===== src/design/thrc_pkg.sv =====
package thrc_pkg;

    localparam int TIME_BITS_DEF = 32;
    localparam int CFG_DATA_W    = 22;
    localparam int CFG_IDX_W     = 2;

    // register indexes on the config port
    localparam logic [CFG_IDX_W-1:0] CFG_PRESS_MODE    = 2'd0;
    localparam logic [CFG_IDX_W-1:0] CFG_TAP_THRESHOLD = 2'd1;
    localparam logic [CFG_IDX_W-1:0] CFG_MAX_HOLD      = 2'd2;

    localparam logic [15:0] TAP_THRESHOLD_RST = 16'd300;

    typedef enum logic [1:0] {
        ACT_KEY_DOWN = 2'd0,
        ACT_KEY_UP   = 2'd1,
        ACT_ESCAPE   = 2'd2,
        ACT_TICK     = 2'd3
    } t_action;

    typedef enum logic [1:0] {
        MODE_PTT    = 2'd0,
        MODE_TOGGLE = 2'd1,
        MODE_SMART  = 2'd2
    } t_mode;

    typedef enum logic [1:0] {
        PH_IDLE   = 2'd0,
        PH_REC    = 2'd1,
        PH_STICKY = 2'd2
    } t_phase;

    typedef enum logic [1:0] {
        CMD_NONE    = 2'd0,
        CMD_START   = 2'd1,
        CMD_PROMOTE = 2'd2,
        CMD_STOP    = 2'd3
    } t_cmd;

    typedef struct packed {
        logic [1:0]  action;
        logic [31:0] now_ms;
    } t_in_item;

    typedef struct packed {
        logic [1:0] command;
        logic [1:0] machine_state;
    } t_out_item;

    typedef struct packed {
        logic [1:0]  press_mode;
        logic [15:0] tap_threshold_ms;
        logic [21:0] max_hold_ms;
    } t_cfg;

endpackage


===== src/design/thrc_cfg_regs.sv =====
module thrc_cfg_regs (
    input  logic                              i_clk,
    input  logic                              i_rst_n,
    input  logic                              i_wr_en,
    input  logic [thrc_pkg::CFG_IDX_W-1:0]    i_wr_index,
    input  logic [thrc_pkg::CFG_DATA_W-1:0]   i_wr_data,
    output thrc_pkg::t_cfg                    o_cfg
);
    import thrc_pkg::*;

    t_cfg r_cfg;

    always_ff @(posedge i_clk) begin
        if (!i_rst_n) begin
            r_cfg.press_mode       <= 2'd0;
            r_cfg.tap_threshold_ms <= TAP_THRESHOLD_RST;
            r_cfg.max_hold_ms      <= 22'd0;
        end else if (i_wr_en) begin
            case (i_wr_index)
                CFG_PRESS_MODE:    r_cfg.press_mode       <= i_wr_data[1:0];
                CFG_TAP_THRESHOLD: r_cfg.tap_threshold_ms <= i_wr_data[15:0];
                CFG_MAX_HOLD:      r_cfg.max_hold_ms      <= i_wr_data[21:0];
                default: ;  // unmapped index, dropped
            endcase
        end
    end

    assign o_cfg = r_cfg;

endmodule


===== src/design/thrc_fsm.sv =====
module thrc_fsm #(
    parameter int TIME_BITS = thrc_pkg::TIME_BITS_DEF
) (
    input  logic                i_clk,
    input  logic                i_rst_n,
    input  logic                i_step,
    input  thrc_pkg::t_in_item  i_item,
    input  thrc_pkg::t_cfg      i_cfg,
    output thrc_pkg::t_out_item o_result
);
    import thrc_pkg::*;

    localparam int CMP_W = (TIME_BITS > 22) ? TIME_BITS : 22;

    t_phase               r_phase, n_phase;
    logic [TIME_BITS-1:0] r_press_time, n_press_time;
    t_cmd                 cmd;
    logic [TIME_BITS-1:0] now_t;
    logic [TIME_BITS-1:0] hold;
    logic [CMP_W-1:0]     hold_ext;
    logic                 is_tap;
    logic                 max_hit;

    assign now_t    = TIME_BITS'(i_item.now_ms);
    assign hold     = now_t - r_press_time;  // wraps modulo 2^TIME_BITS
    assign hold_ext = CMP_W'(hold);
    assign is_tap   = hold_ext < CMP_W'(i_cfg.tap_threshold_ms);
    assign max_hit  = (i_cfg.max_hold_ms != 22'd0) &&
                      (hold_ext >= CMP_W'(i_cfg.max_hold_ms));

    always_ff @(posedge i_clk) begin
        if (!i_rst_n) begin
            r_phase      <= PH_IDLE;
            r_press_time <= '0;
        end else if (i_step) begin
            r_phase      <= n_phase;
            r_press_time <= n_press_time;
        end
    end

    always_comb begin
        n_phase      = r_phase;
        n_press_time = r_press_time;
        cmd          = CMD_NONE;
        case (t_action'(i_item.action))
            ACT_KEY_DOWN: begin
                if (r_phase == PH_IDLE) begin
                    n_phase      = PH_REC;
                    n_press_time = now_t;
                    cmd          = CMD_START;
                end else if (r_phase == PH_STICKY) begin
                    n_phase = PH_IDLE;
                    cmd     = CMD_STOP;
                end
            end
            ACT_KEY_UP: begin
                if (r_phase == PH_REC) begin
                    case (t_mode'(i_cfg.press_mode))
                        MODE_PTT: begin
                            n_phase = PH_IDLE;
                            cmd     = CMD_STOP;
                        end
                        MODE_TOGGLE: begin
                            n_phase = PH_STICKY;
                            cmd     = CMD_PROMOTE;
                        end
                        MODE_SMART: begin
                            n_phase = is_tap ? PH_STICKY : PH_IDLE;
                            cmd     = is_tap ? CMD_PROMOTE : CMD_STOP;
                        end
                        default: ;  // unused mode: key up ignored
                    endcase
                end
            end
            ACT_ESCAPE: begin
                if (r_phase != PH_IDLE) begin
                    n_phase = PH_IDLE;
                    cmd     = CMD_STOP;
                end
            end
            default: begin  // tick
                if (r_phase != PH_IDLE && max_hit) begin
                    n_phase = PH_IDLE;
                    cmd     = CMD_STOP;
                end
            end
        endcase
    end

    assign o_result.command       = cmd;
    assign o_result.machine_state = n_phase;

endmodule


===== src/design/tap_hold_record_control_fsm_unit.sv =====
// Tap-or-hold record control.
// Turns key events (key down, key up, escape, tick) with ms timestamps into
// recording commands (none, start, promote to sticky, stop) plus the phase
// reached (idle, recording, sticky). Exactly one result beat per input beat.
// Channels: input beat i_in_valid/o_in_ready with i_in_data, result beat
// o_out_valid/i_out_ready with o_out_data, register writes on
// i_cfg_valid/o_cfg_ready (always ready) with i_cfg_index/i_cfg_data.
// Path: input register, then the state update and result register in the
// same cycle.
// Throughput: one beat per cycle unless the receiver stalls; phase and press
// time update as each beat advances, so back-to-back beats see that state.
// Receiver stall: the result register holds its beat, the input register
// fills with the next one, then o_in_ready drops until the result is taken.
// Reset (i_rst_n low, synchronous): both stages empty, phase idle, press
// time 0, press mode push-to-talk, tap threshold 300 ms, max hold disabled.
// Write registers only while no beat is in flight; the block does not check.
module tap_hold_record_control_fsm_unit #(
    parameter int TIME_BITS = thrc_pkg::TIME_BITS_DEF
) (
    input  logic                             i_clk,
    input  logic                             i_rst_n,
    input  logic                             i_in_valid,
    output logic                             o_in_ready,
    input  thrc_pkg::t_in_item               i_in_data,
    output logic                             o_out_valid,
    input  logic                             i_out_ready,
    output thrc_pkg::t_out_item              o_out_data,
    input  logic                             i_cfg_valid,
    output logic                             o_cfg_ready,
    input  logic [thrc_pkg::CFG_IDX_W-1:0]   i_cfg_index,
    input  logic [thrc_pkg::CFG_DATA_W-1:0]  i_cfg_data
);
    import thrc_pkg::*;

    t_cfg      cfg;
    logic      r_in_valid;
    t_in_item  r_in_item;
    logic      r_out_valid;
    t_out_item r_out_item;
    t_out_item result;
    logic      advance;

    assign o_cfg_ready = 1'b1;

    thrc_cfg_regs u_cfg (
        .i_clk      (i_clk),
        .i_rst_n    (i_rst_n),
        .i_wr_en    (i_cfg_valid),
        .i_wr_index (i_cfg_index),
        .i_wr_data  (i_cfg_data),
        .o_cfg      (cfg)
    );

    // beat moves from the input register to the result register
    assign advance    = r_in_valid && (!r_out_valid || i_out_ready);
    assign o_in_ready = !r_in_valid || advance;

    thrc_fsm #(
        .TIME_BITS (TIME_BITS)
    ) u_fsm (
        .i_clk    (i_clk),
        .i_rst_n  (i_rst_n),
        .i_step   (advance),
        .i_item   (r_in_item),
        .i_cfg    (cfg),
        .o_result (result)
    );

    // input stage
    always_ff @(posedge i_clk) begin
        if (!i_rst_n) begin
            r_in_valid <= 1'b0;
        end else if (o_in_ready) begin
            r_in_valid <= i_in_valid;
        end
    end

    always_ff @(posedge i_clk) begin
        if (i_in_valid && o_in_ready) begin
            r_in_item <= i_in_data;
        end
    end

    // result stage
    always_ff @(posedge i_clk) begin
        if (!i_rst_n) begin
            r_out_valid <= 1'b0;
        end else if (advance) begin
            r_out_valid <= 1'b1;
        end else if (i_out_ready) begin
            r_out_valid <= 1'b0;
        end
    end

    always_ff @(posedge i_clk) begin
        if (advance) begin
            r_out_item <= result;
        end
    end

    assign o_out_valid = r_out_valid;
    assign o_out_data  = r_out_item;

`ifndef NO_ASSERTIONS
    a_start_rec: assert property (@(posedge i_clk) disable iff (!i_rst_n)
        (o_out_valid && o_out_data.command == CMD_START)
            |-> o_out_data.machine_state == PH_REC)
        else $error("start beat not in recording phase");

    a_stop_idle: assert property (@(posedge i_clk) disable iff (!i_rst_n)
        (o_out_valid && o_out_data.command == CMD_STOP)
            |-> o_out_data.machine_state == PH_IDLE)
        else $error("stop beat not in idle phase");

    a_promote_sticky: assert property (@(posedge i_clk) disable iff (!i_rst_n)
        (o_out_valid && o_out_data.command == CMD_PROMOTE)
            |-> o_out_data.machine_state == PH_STICKY)
        else $error("promote beat not in sticky phase");

    a_stalled_keeps: assert property (@(posedge i_clk) disable iff (!i_rst_n)
        (r_in_valid && !advance) |=> (r_in_valid && $stable(r_in_item)))
        else $error("held input beat lost");
`endif

endmodule


===== config.mk =====
export PLATFORM = sky130hd
export DESIGN_NAME = tap_hold_record_control_fsm_unit
export DESIGN_NICKNAME = d
export VERILOG_FILES = /design/src/design/thrc_pkg.sv /design/src/design/thrc_cfg_regs.sv /design/src/design/thrc_fsm.sv /design/src/design/tap_hold_record_control_fsm_unit.sv
export SDC_FILE = /design/constraint.sdc
export NUM_CORES = 1
export LEC_CHECK = 0
export ABC_CLOCK_PERIOD_IN_PS = 4120
export BUFFER_PORTS_ARGS = -buffer_cell sky130_fd_sc_hd__buf_2
export CAP_MARGIN = 0
export CORE_MARGIN = 1.5
export CORE_UTILIZATION = 54
export CTS_CLUSTER_SIZE = 16
export DETAILED_ROUTE_END_ITERATION = 8
export PLACE_DENSITY = 0.76
export SYNTH_ARGS = -nofsm -noshare
export SYNTH_HDL_FRONTEND = slang
export SYNTH_HIERARCHICAL = 1
export SYNTH_SLANG_ARGS = --single-unit

===== constraint.sdc =====
create_clock -name i_clk -period 4.12 [get_ports i_clk]
set_clock_uncertainty 0.15 [all_clocks]
set_input_delay 0.412 -clock i_clk [delete_from_list [all_inputs] [get_ports i_clk]]
set_output_delay 0.412 -clock i_clk [all_outputs]
set_load 0.05 [all_outputs]

==> out/summary.txt, run 1 <==
status: finished, violations left
failing checks: setup timing
Required @ worst endpoint: 4.14 ns
MaxCap Viol Count: 0
slew at the pin closest to its max-slew limit: 1.07 ns
Synth area leaders: dfxtp_1, edfxtp_1, ha_1
EDFF count, synth: 38
crit share post-route: 101%
fin worst setup slack: -0.0357 ns
Distinct cells, synth: 74
Yosys warning total: 6
first-pass GRT wire length: 27.8 mm
Yosys top cell by area: dfxtp_1
pin count of the biggest net entering global routing: 46
Syn Std Cell Area: 7260 sq um
ANT cells: 0
worst slack, placed: -0.101 ns
Initial Util: 55.0%
CP Capture Type: flop
clock sink count: 114
clock slew at reported path FFs: 0.05 ns
Startpoint Class: flop
CTS root buf: clkbuf_16
Rows: 42
layout cell share with drive strength beyond 1: 17.4%
Crit Path Class: flop to flop
CTS tree: yes
via count: 6205
area grow syn2layout: 18.7%
Pleak: 3.42 nW
Post-Syn Nets: 961
post-synthesis async set-or-reset flop share: 0%
drt wl/cell: 15.1 um
Yosys top cell area share: 21.0%
die width: 119 um
HP Class: input pin to flop
Final Wtd Congestion: 0.950
syn avg cell area: 8.75 sq um
Gate Count Post-Synth: 829
input/output buffers: 68
post-layout min period: 4.16 ns
Num CTS Buffers: 17
slew margin rel.: 28.2%
Min Hold Slack: 0.0112 ns
Seq/Total Area, Yosys: 36.7%
DRT antenna net count: 0
reg2reg setup slack: -0.04 ns
total track usage: 24.5%
core area: 13200 sq um
H-tree depth: 4
Post-DP HPWL: 12.4 mm
Crit Path Max Fanout: 3
Clk Latency, worst-skew pair: 0.43 ns
crit path DAT: 4.18 ns
final setup fails: 2
die footprint: 14100 sq um
vias in the first global route: 5883
RSZ-0062 raised after global routing: true
power density over cell area: 376 nW/um^2
Seq cells post-synth: 114
Max VDD drop: 0.515 mV
most common flop cell mapped by yosys: dfxtp_1
antenna violations before repair: 0
final hold violations: 0
Layout Nets: 1050
Routed Wire Length: 16.7 mm
Initial DRT Pass Iterations: 5
Final Max Tran Viols: 0
grt ovf: 0
DR vias/cell: 5.61
maximum clock frequency: 241 MHz
final routed DRC violation total: 0
DRC marker count from the first detailed-route iteration: 460
Die H: 119 um
Tot Pwr: 3.24 mW
clk buf depth: 2
IO Count: 70
[area by class of cell]
class | count | area [sq um]
flip-flops and latches | 114 | 2660
clock buffers | 22 | 507
fillers | 1104 | 4570
well taps | 176 | 220
inverters | 84 | 315
multi-input cells | 598 | 4240
repair buffers | 103 | 623
clock inverters | 9 | 51.3
[logic make-up (layout without fill, tap and decap cells)]
group | count (synthesis) | after routing | synth area share (%)
buffers and inverters | 117 | 218 | 6.79
other | 1 | 1 | 0.0517
AND/OR/NAND/NOR | 266 | 266 | 17.8
adder cells (fa/ha/maj) | 69 | 69 | 12.0
flip-flops | 114 | 114 | 36.7
multiplexers | 36 | 36 | 4.97
AO/OA/AOI/OAI | 206 | 206 | 19.3
XOR/XNOR | 20 | 20 | 2.41
[through the flow]
stage	util (%)	area, sq um	instances	TNS (ns)
6_report	65.3	8620	1106	-0.0612
2_1_floorplan	-	7260	829	0
3_3_place_gp	59.7	7870	1067	-0.0742
3_5_place_dp	59.7	7870	1067	-0.274
4_1_cts	64.2	8470	1101	-0.00963
5_1_grt	65.3	8620	1106	-0.747
[flip-flops by register name (all words and copies together) (netlist names)]
name,flops
r_in_valid,1
u_fsm/r_press_time,32
u_cfg/o_cfg,40
o_out_data,4
o_out_valid,1
u_fsm/r_phase,2
r_in_item,34
[worst max-delay path, cell delays in order (launching register included)]
cell       delay [ns]
edfxtp_1         0.42
ha_1             0.31
nor2b_4          0.17
o2111ai_4        0.15
a21boi_2         0.17
o21ai_1          0.07
nand2b_1         0.08
a21oi_1          0.07
o21bai_1         0.16
xor2_1           0.25
ha_1             0.29
a21o_1           0.16
a21o_1           0.16
a211oi_2         0.19
o21ai_1          0.08
o211ai_1         0.10
o2111ai_1        0.14
nor4_1           0.26
nand4_1          0.25
a21oi_2          0.20
o21bai_1         0.07
[path summary, 6_finish.rpt]
check                           cells past startpoint              end            start
worst max-delay path                               20    o_out_data[2]     r_in_item[1]
worst min-delay path                                1     r_in_item[2]     i_in_data[2]
worst max register to register                     20    o_out_data[2]     r_in_item[1]
worst min register to register                      2  u_cfg/o_cfg[26]  u_cfg/o_cfg[26]
[cell usage after synthesis (3+ instances only)]
cell / instances
xnor2_1: 14
nor3_1: 8
and3b_1: 4
a21oi_1: 47
o31ai_1: 4
nor2_1: 28
a21o_1: 17
and4_1: 3
clkbuf_1: 23
dfxtp_1: 76
o2111a_1: 3
o211ai_1: 9
o21a_1: 15
a21boi_0: 36
nand2_1: 149
xor2_1: 6
nand2b_1: 5
nand3_1: 11
nor2b_1: 6
o2111ai_1: 3
nand4b_1: 5
nor4_1: 7
ha_1: 68
buf_2: 5
o21ai_0: 32
o22ai_1: 4
o21bai_1: 5
mux2i_1: 36
inv_1: 84
o21ai_1: 3
nand4_1: 19
edfxtp_1: 38
nand3b_1: 4
[placed cells by master, fill, tap and decap left out, drive strengths merged, types with 5 or more instances in the layout]
master,count
nand2,149
buf,100
inv,85
dfxtp,76
ha,68
a21oi,47
edfxtp,38
a21boi,38
mux2i,36
o21ai,35
nor2,28
clkbuf,22
nand4,19
a21o,17
o21a,15
xnor2,14
nand3,11
o211ai,9
nor3,9
nor4,8
nor2b,7
clkinv,6
xor2,6
nand4b,5
nand2b,5
o21bai,5
nand3b,5
[power by group]
part	leakage [nW]	internal [mW]	switching (mW)	total, mW
clock	0.278	0.859	0.512	1.37
sequential	0.988	1.21	0.0354	1.25
combinational	2.15	0.267	0.348	0.615
[timing repair]
item                                   4_1_cts  5_1_grt
hold buffers                                 2        1
resized for setup                            6       22
pin swaps                                    5       21
setup endpoints to repair                    4        6
endpoints found under the hold margin        2        1
buffers inserted                             1        4
[metal layers]
layer	part of all wire (%)	GRT usage, %
met5	0	0
met4	1.4	8.36
met3	5.5	6.08
met2	45	39.1
met1	48	32.5
Power figures use the tool's default switching activity.
==> inputs of run 2 (changes only) <==
Settings changed: CORE_MARGIN 1.5 to 5.
==> run 2 against run 1 <==
The flow still finishes with violations (setup timing). Via count fell by 0.93%. Clock power rose by 9%. Fmax rose by 0.28%. Design area rose by 0.39%. Clock-buffer cell count fell by 3. Utilization rose by 0.26 points. Sequential share of layout area fell by 0.12 points. Combinational power rose by 1%. Worst hold slack improved by 0.0035 ns. Register-to-register slack barely moved. Power rose by 4.3%. Critical path type unchanged. Largest cell class unchanged. Highest routed layer unchanged.
==> out/summary.txt, run 2 (same netlist as run 1, synthesis figures left out) <==
status: finished, violations left
failing checks: setup timing
H-tree depth: 4 (unchanged)
RSZ-0062 raised after global routing: true
design area: 8650 sq um (+0.39%)
worst flop-to-flop path endpoint: o_out_data[2]
layout cell share with drive strength beyond 1: 16.7% (-0.73 points)
CP Buf/Inv Count: 2 (+2)
Post-DP HPWL: 12.9 mm (+4.2%)
Initial Util: 55.0% (unchanged)
Final Wtd Congestion: 0.939 (-1.2%)
input/output buffers: 68 (unchanged)
total track usage: 22.1% (-2.3 points)
core area: 13200 sq um (unchanged)
CTS root buf: clkbuf_16
clk buf depth: 2 (unchanged)
Final Core Density: 65.6% (+0.26 points)
pin count of the biggest net entering global routing: 51 (+11%)
Crit Path Max Fanout: 3 (unchanged)
Final Max Tran Viols: 0 (unchanged)
most common cell after layout, fill and taps aside: nand2_1
ANT cells: 0 (unchanged)
Num CTS Buffers: 17 (unchanged)
Max stage delay cell, worst path: fa_1
Max stage delay on crit path: 0.46 ns (+0.04 ns)
drt wl/cell: 15.8 um (+4.7%)
fin worst setup slack: -0.0240 ns (+0.0117 ns)
IO Count: 70 (unchanged)
final setup fails: 1 (-1)
clock sink count: 114 (unchanged)
vias in the first global route: 5855 (-0.48%)
DRT antenna net count: 0 (unchanged)
Max VDD drop: 0.391 mV (-24%)
final routed DRC violation total: 0 (unchanged)
worst r2r path cells: 17 (-15%)
Hold Path Cell Cnt: 1 (unchanged)
Startpoint Class: flop
maximum clock frequency: 241 MHz (+0.28%)
Top Family by Delay on Critical Path: compound AO/OA/AOI/OAI gates
CP Capture Type: flop
Initial DRT Pass Iterations: 5 (unchanged)
crit share post-route: 101% (-0.28 points)
Layout Nets: 1048 (-0.19%)
Die H: 126 um (+5.9%)
Tot Pwr: 3.38 mW (+4.3%)
commonest cells after routing, fill and taps aside: nand2_1, inv_1, dfxtp_1
antenna violations before repair: 0 (unchanged)
crit path DAT: 4.16 ns (-0.02 ns)
FF-to-FF Start: r_in_item[0]
Hold EP: r_in_item[3]
hold_sp: i_in_data[3]
MaxCap Viol Count: 0 (unchanged)
first-pass GRT wire length: 28.6 mm (+2.8%)
final hold violations: 0 (unchanged)
Required @ worst endpoint: 4.14 ns (about the same)
area grow syn2layout: 19.2%
fillers: 1110 (+0.54%)
Rows: 42 (unchanged)
DR vias/cell: 5.56 (-0.85%)
slew at the pin closest to its max-slew limit: 1.06 ns (-0.0107 ns)
worst-path cell chain: inv_1, ha_1, fa_1, nor2b_4, o21a_1, nor2_1, xnor2_2, ha_1, a21oi_1, o21ai_0, a2111oi_2, buf_4, o22ai_1, nor4_1, nand4_1, a21oi_1, o21bai_1
post-layout min period: 4.14 ns (-0.0117 ns)
Routed Wire Length: 17.5 mm (+4.6%)
grt ovf: 0 (unchanged)
CTS tree: yes
Clk Latency, worst-skew pair: 0.43 ns (about the same)
HP Class: input pin to flop
power density over cell area: 390 nW/um^2 (+3.9%)
slew margin rel.: 28.9% (+0.71 points)
Pleak: 3.43 nW (+0.30%)
Crit Path Class: flop to flop
DRC marker count from the first detailed-route iteration: 470 (+2.2%)
clock slew at reported path FFs: 0.05 ns (about the same)
die width: 126 um (+5.9%)
via count: 6147 (-0.93%)
DP Area: 7840 sq um (-0.35%)
max reg flops: 40 (unchanged)
die footprint: 15900 sq um (+12%)
reg2reg setup slack: -0.02 ns (about the same)
[run 2: cell types whose count changed in the layout (fill, tap and decap cells not counted), sizes merged]
| cell | before | now |
|---|---|---|
| clkbuf | 22 | 19 |
| inv | 85 | 84 |
| dlygate4sd3 | 3 | 6 |
| bufinv | 0 | 4 |
| clkinvlp | 2 | 1 |
| clkinv | 6 | 8 |
| buf | 100 | 95 |
[run 2: area by class of cell]
type                       count  area (sq um)  area share, %
inverter                      84           315           3.65
multi-input combinational    598          4250           49.1
timing repair buffer         101           603           6.97
clock inverter                13           166           1.92
tap                          176           220           2.55
sequential                   114          2660           30.8
clock buffer                  19           433           5.01
[run 2: per-stage QoR]
stage | setup WS (ns) | hold slack, ns | TNS (ns) | instances
2_1_floorplan | 0.0995 | 0.285 | 0 | 829
3_3_place_gp | -0.0881 | 0.294 | -0.172 | 1065
3_5_place_dp | -0.124 | 0.302 | -0.345 | 1065
4_1_cts | 0.0000844 | 0.000498 | 0 | 1102
5_1_grt | -0.280 | 0.000706 | -0.893 | 1105
6_report | -0.0240 | 0.0147 | -0.0240 | 1105
[run 2: what timing repair did]
item	4_1_cts	5_1_grt
pin swaps	8	20
gates resized for setup	13	17
hold endpoints to repair	5	1
setup buffers	0	2
setup endpoints to repair	4	6
hold buffers	5	1
[run 2: worst max-delay path by stage]
| stage | from | to | slack [ns] | cells after the start |
|---|---|---|---|---|
| 2_1_floorplan | r_in_item[4] | o_out_data[3] | 0.1 | 19 |
| 3_3_place_gp | r_in_item[1] | o_out_data[3] | -0.09 | 18 |
| 3_5_place_dp | r_in_item[1] | o_out_data[2] | -0.12 | 20 |
| 4_1_cts | r_in_item[1] | o_out_data[2] | 0.00008 | 20 |
| 5_1_grt | r_in_item[0] | o_out_data[2] | -0.28 | 17 |
| 6_report | r_in_item[0] | o_out_data[2] | -0.02 | 17 |
[run 2: worst register-to-register path, stage by stage, from the launching register on]
cell	delay (ns)
edfxtp_1	0.35
inv_1	0.05
ha_1	0.24
fa_1	0.46
nor2b_4	0.19
o21a_1	0.12
nor2_1	0.06
xnor2_2	0.22
ha_1	0.30
a21oi_1	0.21
o21ai_0	0.15
a2111oi_2	0.39
buf_4	0.17
o22ai_1	0.09
nor4_1	0.26
nand4_1	0.21
a21oi_1	0.18
o21bai_1	0.07
[run 2: per-layer routing]
metal	vias up	routed length (um)	track usage, %
li1	3109	-	-
met1	2824	8210	30.3
met4	0	274	6.94
met2	184	8040	34.6
met5	-	0	0
met3	30	969	5.42
[run 2: report_power, final]
group          total [mW]  internal, mW  switching (mW)
sequential           1.25          1.21          0.0344
combinational       0.623         0.268           0.356
clock                1.50         0.998           0.506
==> inputs of run 3 (changes only) <==
Settings changed: SYNTH_HIERARCHICAL 1 to default.
==> run 3 against run 2 <==
The flow still finishes with violations (setup timing). Register-to-register slack worse by 0.18 ns. Fmax fell by 4.3%. Sequential power hardly changed. Non-clock buffer count grew 26. Final cell count grew 6.8%. Combinational power is 13% higher. Setup slack got worse by 0.18 ns. Global-route usage rose by 0.60 points. Via count is 7.0% higher. Critical endpoint unchanged. Largest cell class unchanged. Largest power group unchanged. Highest routed layer unchanged.
==> out/summary.txt, run 3 <==
reg2reg setup slack: -0.21 ns (-0.18 ns)
worst flop-to-flop path endpoint: o_out_data[2]
CTS tree: yes
HP Class: input pin to flop
Die H: 126 um (+0.29%)
MaxCap Viol Count: 0 (unchanged)
pin count of the biggest net entering global routing: 46 (-9.8%)
most common cell in the netlist: nand2_1
Final Max Tran Viols: 0 (unchanged)
first-pass GRT wire length: 29.8 mm (+4.0%)
Yosys warning total: 0 (-6)
combinational group share of total power: 21.1% (+2.6 points)
Post-Syn Nets: 1010 (+5.1%)
Post-synth top cells: nand2_1, inv_1, dfxtp_1, ha_1, a21boi_0
core area: 13200 sq um (+0.40%)
Post-DP HPWL: 13.1 mm (+1.5%)
Seq cells post-synth: 114 (unchanged)
Distinct cells, synth: 73 (-1.4%)
Crit Path Max Fanout: 2 (-1)
clk buf depth: 2 (unchanged)
Startpoint Class: flop
Pleak: 3.49 nW (+1.8%)
final setup fails: 3 (+2)
status: finished, violations left
RSZ-0062 raised after global routing: true
worst r2r path cells: 18 (+1)
grt ovf: 0 (unchanged)
total track usage: 22.7% (+0.60 points)
most common flop cell mapped by yosys: dfxtp_1
Hold Path Cell Cnt: 1 (unchanged)
Hold EP: r_in_item[13]
die footprint: 15900 sq um (+0.57%)
DR vias/cell: 5.57 (+0.21%)
EDFF count, synth: 38 (unchanged)
fin worst setup slack: -0.209 ns (-0.185 ns)
FF-to-FF Start: r_in_item[1]
Initial DRT Pass Iterations: 5 (unchanged)
fillers: 1079 (-2.8%)
Syn Std Cell Area: 7300 sq um (+0.62%)
maximum clock frequency: 231 MHz (-4.3%)
worst slack, placed: -0.287 ns (-0.162 ns)
power density over cell area: 367 nW/um^2 (-5.9%)
Required @ worst endpoint: 4.13 ns (about the same)
Gate Count Post-Synth: 878 (+5.9%)
Crit Path Class: flop to flop
final routed DRC violation total: 0 (unchanged)
clock slew at reported path FFs: 0.05 ns (about the same)
Worst Setup SP: r_in_item[1]
final hold violations: 0 (unchanged)
Yosys top cell by area: dfxtp_1
via count: 6578 (+7.0%)
syn avg cell area: 8.32 sq um (-5.0%)
H-tree depth: 4 (unchanged)
crit path DAT: 4.34 ns (+0.18 ns)
failing checks: setup timing
post-layout min period: 4.33 ns (+0.185 ns)
Clk Latency, worst-skew pair: 0.42 ns (about the same)
switching share of power: 27.8% (+1.3 points)
layout cell share with drive strength beyond 1: 21.1% (+4.4 points)
ANT cells: 0 (unchanged)
input/output buffers: 68 (unchanged)
DRC marker count from the first detailed-route iteration: 506 (+7.7%)
post-synthesis async set-or-reset flop share: 0% (unchanged)
switching pwr: 926 uW (+3.3%)
CP Capture Type: flop
Clk pwr share: 41.5% (-3.1 points)
Layout Nets: 1123 (+7.2%)
Final Wtd Congestion: 0.961 (+2.4%)
Int Pwr: 2.40 mW (-3.1%)
Max VDD drop: 0.357 mV (-8.7%)
IO Count: 70 (unchanged)
CTS root buf: clkbuf_16
sequential share of power: 37.5% (+0.5 points)
antenna violations before repair: 0 (unchanged)
hold_sp: i_in_data[13]
most common cell after layout, fill and taps aside: nand2_1
slew margin rel.: 23.3% (-5.7 points)
DRT antenna net count: 0 (unchanged)
Initial Util: 55.1% (+0.12 points)
DP Area: 8150 sq um (+3.9%)
vias in the first global route: 6293 (+7.5%)
clock sink count: 114 (unchanged)
Synth area leaders: dfxtp_1, edfxtp_1, ha_1
crit share post-route: 105% (+4.5 points)
max reg flops: 40 (unchanged)
Routed Wire Length: 18.0 mm (+2.8%)
Rows: 42 (unchanged)
Yosys top cell area share: 20.8% (-0.13 points)
Num CTS Buffers: 17 (unchanged)
commonest cells after routing, fill and taps aside: nand2_1, inv_1, dfxtp_1
area grow syn2layout: 24.2%
drt wl/cell: 15.2 um (-3.7%)
Seq/Total Area, Yosys: 36.5% (-0.23 points)
slew at the pin closest to its max-slew limit: 1.15 ns (+0.0878 ns)
die width: 126 um (+0.29%)
design area: 9070 sq um (+4.8%)
-- run 3: cell count changes in the layout (fill, tap and decap cells not counted), sizes merged, moves of 5 or more --
cell	delta
a21boi	+30
buf	+32
dlygate4sd3	-6
mux2i	-33
nand2	+33
nand2b	+5
nand4	-6
nand4b	-5
nor2	+10
-- run 3: final cells by class --
type / count / area [sq um] / area share (%)
multi-input combinational: 647 / 4520 / 49.9
sequential: 114 / 2660 / 29.4
timing repair buffer: 127 / 795 / 8.76
clock buffer: 20 / 437 / 4.82
inverter: 84 / 315 / 3.48
tap: 176 / 220 / 2.43
clock inverter: 12 / 116 / 1.28
-- run 3: worst max path at each step --
stage	slack (ns)	to	depth (start not counted)
after detailed placement	-0.29	o_out_data[2]	18
after global placement	-0.21	o_out_data[2]	18
final	-0.21	o_out_data[2]	18
after floorplan	0.005	o_out_data[2]	18
after global routing	-0.36	o_out_data[2]	18
after CTS	-0.17	o_out_data[2]	18
-- run 3: cells by family after synthesis --
logic type | count (synthesis) | share of synthesized area (%)
muxes | 3 | 0.411
DFF | 114 | 36.5
other | 1 | 0.0514
AOI/OAI and AO/OA | 242 | 23.0
adders and majority gates | 69 | 11.9
buffers and inverters | 117 | 6.20
xor gates and xnor gates | 18 | 2.16
and+or+nand+nor | 314 | 19.8
-- run 3: power groups by stage --
| stage | clock network, mW | registers, mW | logic, mW |
|---|---|---|---|
| CTS | 1.40 | 1.24 | 0.650 |
| global placement | 0 | 1.27 | 0.616 |
| detailed placement | 0 | 1.27 | 0.630 |
| global route | 1.45 | 1.25 | 0.780 |
| floorplan | 0 | 1.26 | 0.420 |
| finish | 1.38 | 1.25 | 0.701 |
-- run 3: metrics by stage --
step / cells / total power [mW] / setup TNS [ns] / utilization (%) / hold WS, ns
floorplan: 878 / 1.68 / 0 / - / 0.293
global placement: 1138 / 1.88 / -0.331 / 61.6 / 0.300
detailed placement: 1138 / 1.90 / -0.549 / 61.6 / 0.306
CTS: 1175 / 3.29 / -0.173 / 66.5 / 0.00418
global route: 1180 / 3.48 / -1.06 / 68.5 / 0.00439
finish: 1180 / 3.33 / -0.413 / 68.5 / 0.0175
-- run 3: critical path: stages, from the launching register on --
cell and delay (ns):
edfxtp_1 0.40, ha_1 0.30, nor2b_4 0.13, o2111ai_2 0.18, nand2_1 0.09, and2_4 0.15, a41oi_2 0.17, xnor2_2 0.15
ha_1 0.27, a21o_1 0.16, a21o_1 0.18, a211oi_2 0.17, o21ai_1 0.08, o211ai_1 0.09, o2111ai_1 0.15, or4b_4 0.51
or4_4 0.49, a21boi_2 0.16, o21ai_1 0.08
-- run 3: what timing repair did --
item,CTS,global route
gates resized for setup,12,42
setup endpoints to repair,5,6
pin swaps,12,30
hold buffers,0,0
buffers inserted,5,6
-- run 3: metal layers --
layer,track usage (%),vias up,share of wire (%)
met4,7.13,0,1.6
li1,-,3313,-
met5,0,-,0
met1,30.9,3070,48
met3,5.59,28,5.7
met2,35.8,167,45
